[src/rtl/dets_ram.sv]
// Generic single write port, single read port RAM with registered read data.
// No dependencies.
`timescale 1ns / 1ps
`default_nettype none

module dets_ram #(
    parameter int WIDTH = 8,
    parameter int DEPTH = 8,
    localparam int ADDR_W = (DEPTH > 1) ? $clog2(DEPTH) : 1
) (
    input  wire logic             i_clk,
    input  wire logic             i_we,
    input  wire logic [ADDR_W-1:0] i_waddr,
    input  wire logic [WIDTH-1:0] i_wdata,
    input  wire logic             i_re,
    input  wire logic [ADDR_W-1:0] i_raddr,
    output logic      [WIDTH-1:0] o_rdata
);

    logic [WIDTH-1:0] r_mem [DEPTH];
    logic [WIDTH-1:0] r_rdata;

    always_ff @(posedge i_clk) begin
        if (i_we) begin
            r_mem[i_waddr] <= i_wdata;
        end
        if (i_re) begin
            r_rdata <= r_mem[i_raddr];
        end
    end

    assign o_rdata = r_rdata;

endmodule

`default_nettype wire

[config.mk]
export PLATFORM = sky130hd
export DESIGN_NAME = dets_ram
export DESIGN_NICKNAME = d
export VERILOG_FILES = /design/src/rtl/dets_ram.sv
export SDC_FILE = /design/constraint.sdc
export NUM_CORES = 1
export LEC_CHECK = 0
export BUFFER_PORTS_ARGS = -buffer_cell sky130_fd_sc_hd__buf_2
export CAP_MARGIN = 20
export CORE_MARGIN = 3
export CORE_UTILIZATION = 55
export CTS_BUF_LIST = sky130_fd_sc_hd__clkbuf_4 sky130_fd_sc_hd__clkbuf_8
export CTS_CLUSTER_SIZE = 25
export DETAILED_ROUTE_END_ITERATION = 12
export PLACE_DENSITY_LB_ADDON = 0.2
export SLEW_MARGIN = 20
export SYNTH_ARGS = -nofsm -noshare
export SYNTH_HDL_FRONTEND = slang
export SYNTH_SLANG_ARGS = --single-unit
[constraint.sdc]
create_clock -name i_clk -period 3.1 [get_ports i_clk]
set_input_delay 0.465 -clock i_clk [delete_from_list [all_inputs] [get_ports i_clk]]
set_output_delay 0.465 -clock i_clk [all_outputs]
set_load 0.005 [all_outputs]
==> metrics.md <==
| Metric | Value |
|---|---|
| Status | `finished, final reports clean` |
| Worst setup EP type | `flip-flop` |
| Detailed-route DRC error count | `0` |
| Initial Util | `57.9%` |
| Chip Width | `77.0 um` |
| Fin cells | `218` |
| CP startpoint | `i_raddr[0]` |
| Avg Cell Area, Syn | `24.3 um2` |
| P_leak | `1.07 nW` |
| Clk root buf | `clkbuf_8` |
| Placed cell count | `202` |
| # rows | `25` |
| Largest net degree at the start of global routing | `17` |
| RR Endpoint | `o_rdata[1]` |
| First-pass GRT wire length | `6.93 mm` |
| Seq/Total Area, Yosys | `78.0%` |
| DR vias | `1221` |
| Setup violators final | `0` |
| Relative slew slack | `38.5%` |
| WL final | `4.33 mm` |
| Initial antenna violation count | `0` |
| Share of layout cells above drive strength 1 | `33.8%` |
| Area grow syn2layout | `13.4%` |
| Setup bufs post-CTS | `0` |
| Synth cell types | `13` |
| Syn Std Cell Area | `2770 um2` |
| H-tree levels | `3` |
| Post-Synthesis Cells | `114` |
| WL/cell | `19.9 um` |
| DP HPWL | `2.71 mm` |
| Final Max Slew Viols | `0` |
| Worst-path clk slew | `0.08 ns` |
| Clk_skew | `0.0117 ns` |
| Post-synth net total | `131` |
| Period Utilization, post-route | `53.5%` |
| Reg-to-reg slack, setup | `1.71 ns` |
| Crit path arrival time | `1.74 ns` |
| Final net count | `163` |
| Fin crit period | `1.66 ns` |
| CP max FO | `16` |
| Via density | `5.60` |
| Hold Fails Final Rpt | `0` |
| Power Internal | `1.55 mW` |
| Core ar. | `4790 um2` |
| Total power | `1.92 mW` |
| CP Launch Type | `input pin` |
| Port bufs | `24` |
| I/O pins | `25` |
| Worst r2r src | `r_mem[3][1]` |
| FF-to-FF path depth | `2` |
| Fin util | `65.7%` |
| Congestion Overflow GR | `0` |
| Net switching power | `0.377 mW` |
| Antenna viol nets, final | `0` |
| Unrepaired setup endpoints after global routing | `no` |
| Die H | `77.0 um` |
| Worst-skew pair later-pin latency | `0.33 ns` |
| Iteration-0 DRC Markers | `61` |
| Vias in the first global route | `1303` |
| Max Root-Sink Buffers | `2` |
| Clock sinks | `72` |
| Hold-fix buffers, CTS | `0` |
| Seq pwr share | `58.1%` |
| Ys Warns | `0` |
| #FFs+latches synth | `72` |
| Setup CP Type | `input pin to flip-flop` |
| Worst-Margin Slew | `0.919 ns` |
| CP Capture Point | `o_rdata[6]` |
| Clock power frac | `36.8%` |
| Critical Path RT | `3.18 ns` |
| Switching Share | `19.6%` |
| GRT Util Overall | `16.3%` |
| Hold WC Path Type | `input pin to flip-flop` |
| Hold WS | `0.401 ns` |
| DRT Pass-1 Iters | `4` |
| Max_cap viols | `0` |
| Fmax | `0.603 GHz` |
| CTS Buf Count | `9` |
| Max VDD drop | `0.475 mV` |
| # diodes | `0` |
| CTS tree | `yes` |
| Die Area | `5930 um2` |
| GP Congestion | `0.667` |
| Post-CTS resize count | `0` |
| Pwr/cell area | `612 nW/um2` |
| Fillers | `326` |
| Comb power frac | `5.1%` |
| Setup TNS | `0 ns` |
[logic make-up (layout without fill, tap and decap cells)]
logic type	count (synthesis)	in the layout	synth area share [%]
simple gates	13	13	2.12
mux	24	24	18.3
flops	72	72	78.0
buf+inv	5	42	1.58
[power groups by stage]
stage	clock, mW	combinational, mW	sequential (mW)
2_1_floorplan	0	0.0588	1.14
5_1_grt	0.780	0.106	1.12
3_5_place_dp	0	0.0992	1.14
3_3_place_gp	0	0.0938	1.14
6_report	0.709	0.0974	1.12
4_1_cts	0.723	0.0994	1.12
[worst min path at each step]
stage	startpoint	endpoint	cells after the start
after floorplan	i_wdata[0]	r_mem[0][0]	0
after global placement	i_wdata[2]	r_mem[0][2]	1
after detailed placement	r_mem[7][2]	o_rdata[2]	2
after CTS	i_wdata[4]	r_mem[3][4]	1
after global routing	i_wdata[1]	r_mem[1][1]	1
final	i_wdata[3]	r_mem[7][3]	1
[worst max-delay path: stages]
cell,delay [ns]
buf_2,0.38
mux4_1,0.62
mux2_2,0.27
[cell usage after synthesis]
library cell / count / area (um2)
nand2b_1: 3 / 18.8
buf_6: 1 / 11.3
nand2_1: 2 / 7.51
edfxtp_1: 72 / 2160
buf_12: 1 / 20.0
mux4_2: 1 / 22.5
nor3_1: 2 / 10.0
mux2_2: 8 / 90.1
buf_2: 1 / 5.00
nor2_1: 6 / 22.5
buf_1: 1 / 3.75
clkbuf_1: 1 / 3.75
mux4_1: 15 / 394
[cell type report]
type                       instances  area, um2  share of cell area [%]
sequential                        72       2160                    68.8
multi-input combinational         37        566                    18.0
clock buffer                      11        139                    4.42
timing repair buffer              26        135                    4.30
tap                               67       83.8                    2.67
clock inverter                     5       57.6                    1.83
[routing by layer]
layer | global-route usage [%] | wire length (um) | up-vias
met5 | 0 | 0 | -
met1 | 19.2 | 1770 | 645
li1 | - | - | 551
met2 | 28.7 | 2380 | 20
met3 | 4.81 | 146 | 5
met4 | 5.34 | 31 | 0
[sequential cells by signal (all words and copies together), names as in the netlist]
register	count
r_mem	64
o_rdata	8
[metrics by stage]
stage                     instance area (um2)  setup WS, ns
after floorplan                          2770          1.35
after global placement                   2950          1.13
after detailed placement                 2950          1.08
after CTS                                3140          1.44
after global routing                     3140          1.41
final                                    3140          1.44
[cells in the final DEF, fill, tap and decap left out]
cell type,instances
edfxtp_1,72
mux4_2,1
bufinv_16,1
nand2b_1,3
mux2_2,8
buf_2,24
nand2_1,2
buf_4,2
nor3_1,2
clkinv_2,1
nor2_1,6
clkbuf_4,2
mux4_1,15
clkinvlp_4,3
clkbuf_8,9
Note: power is estimated with default switching activity, not from simulation.
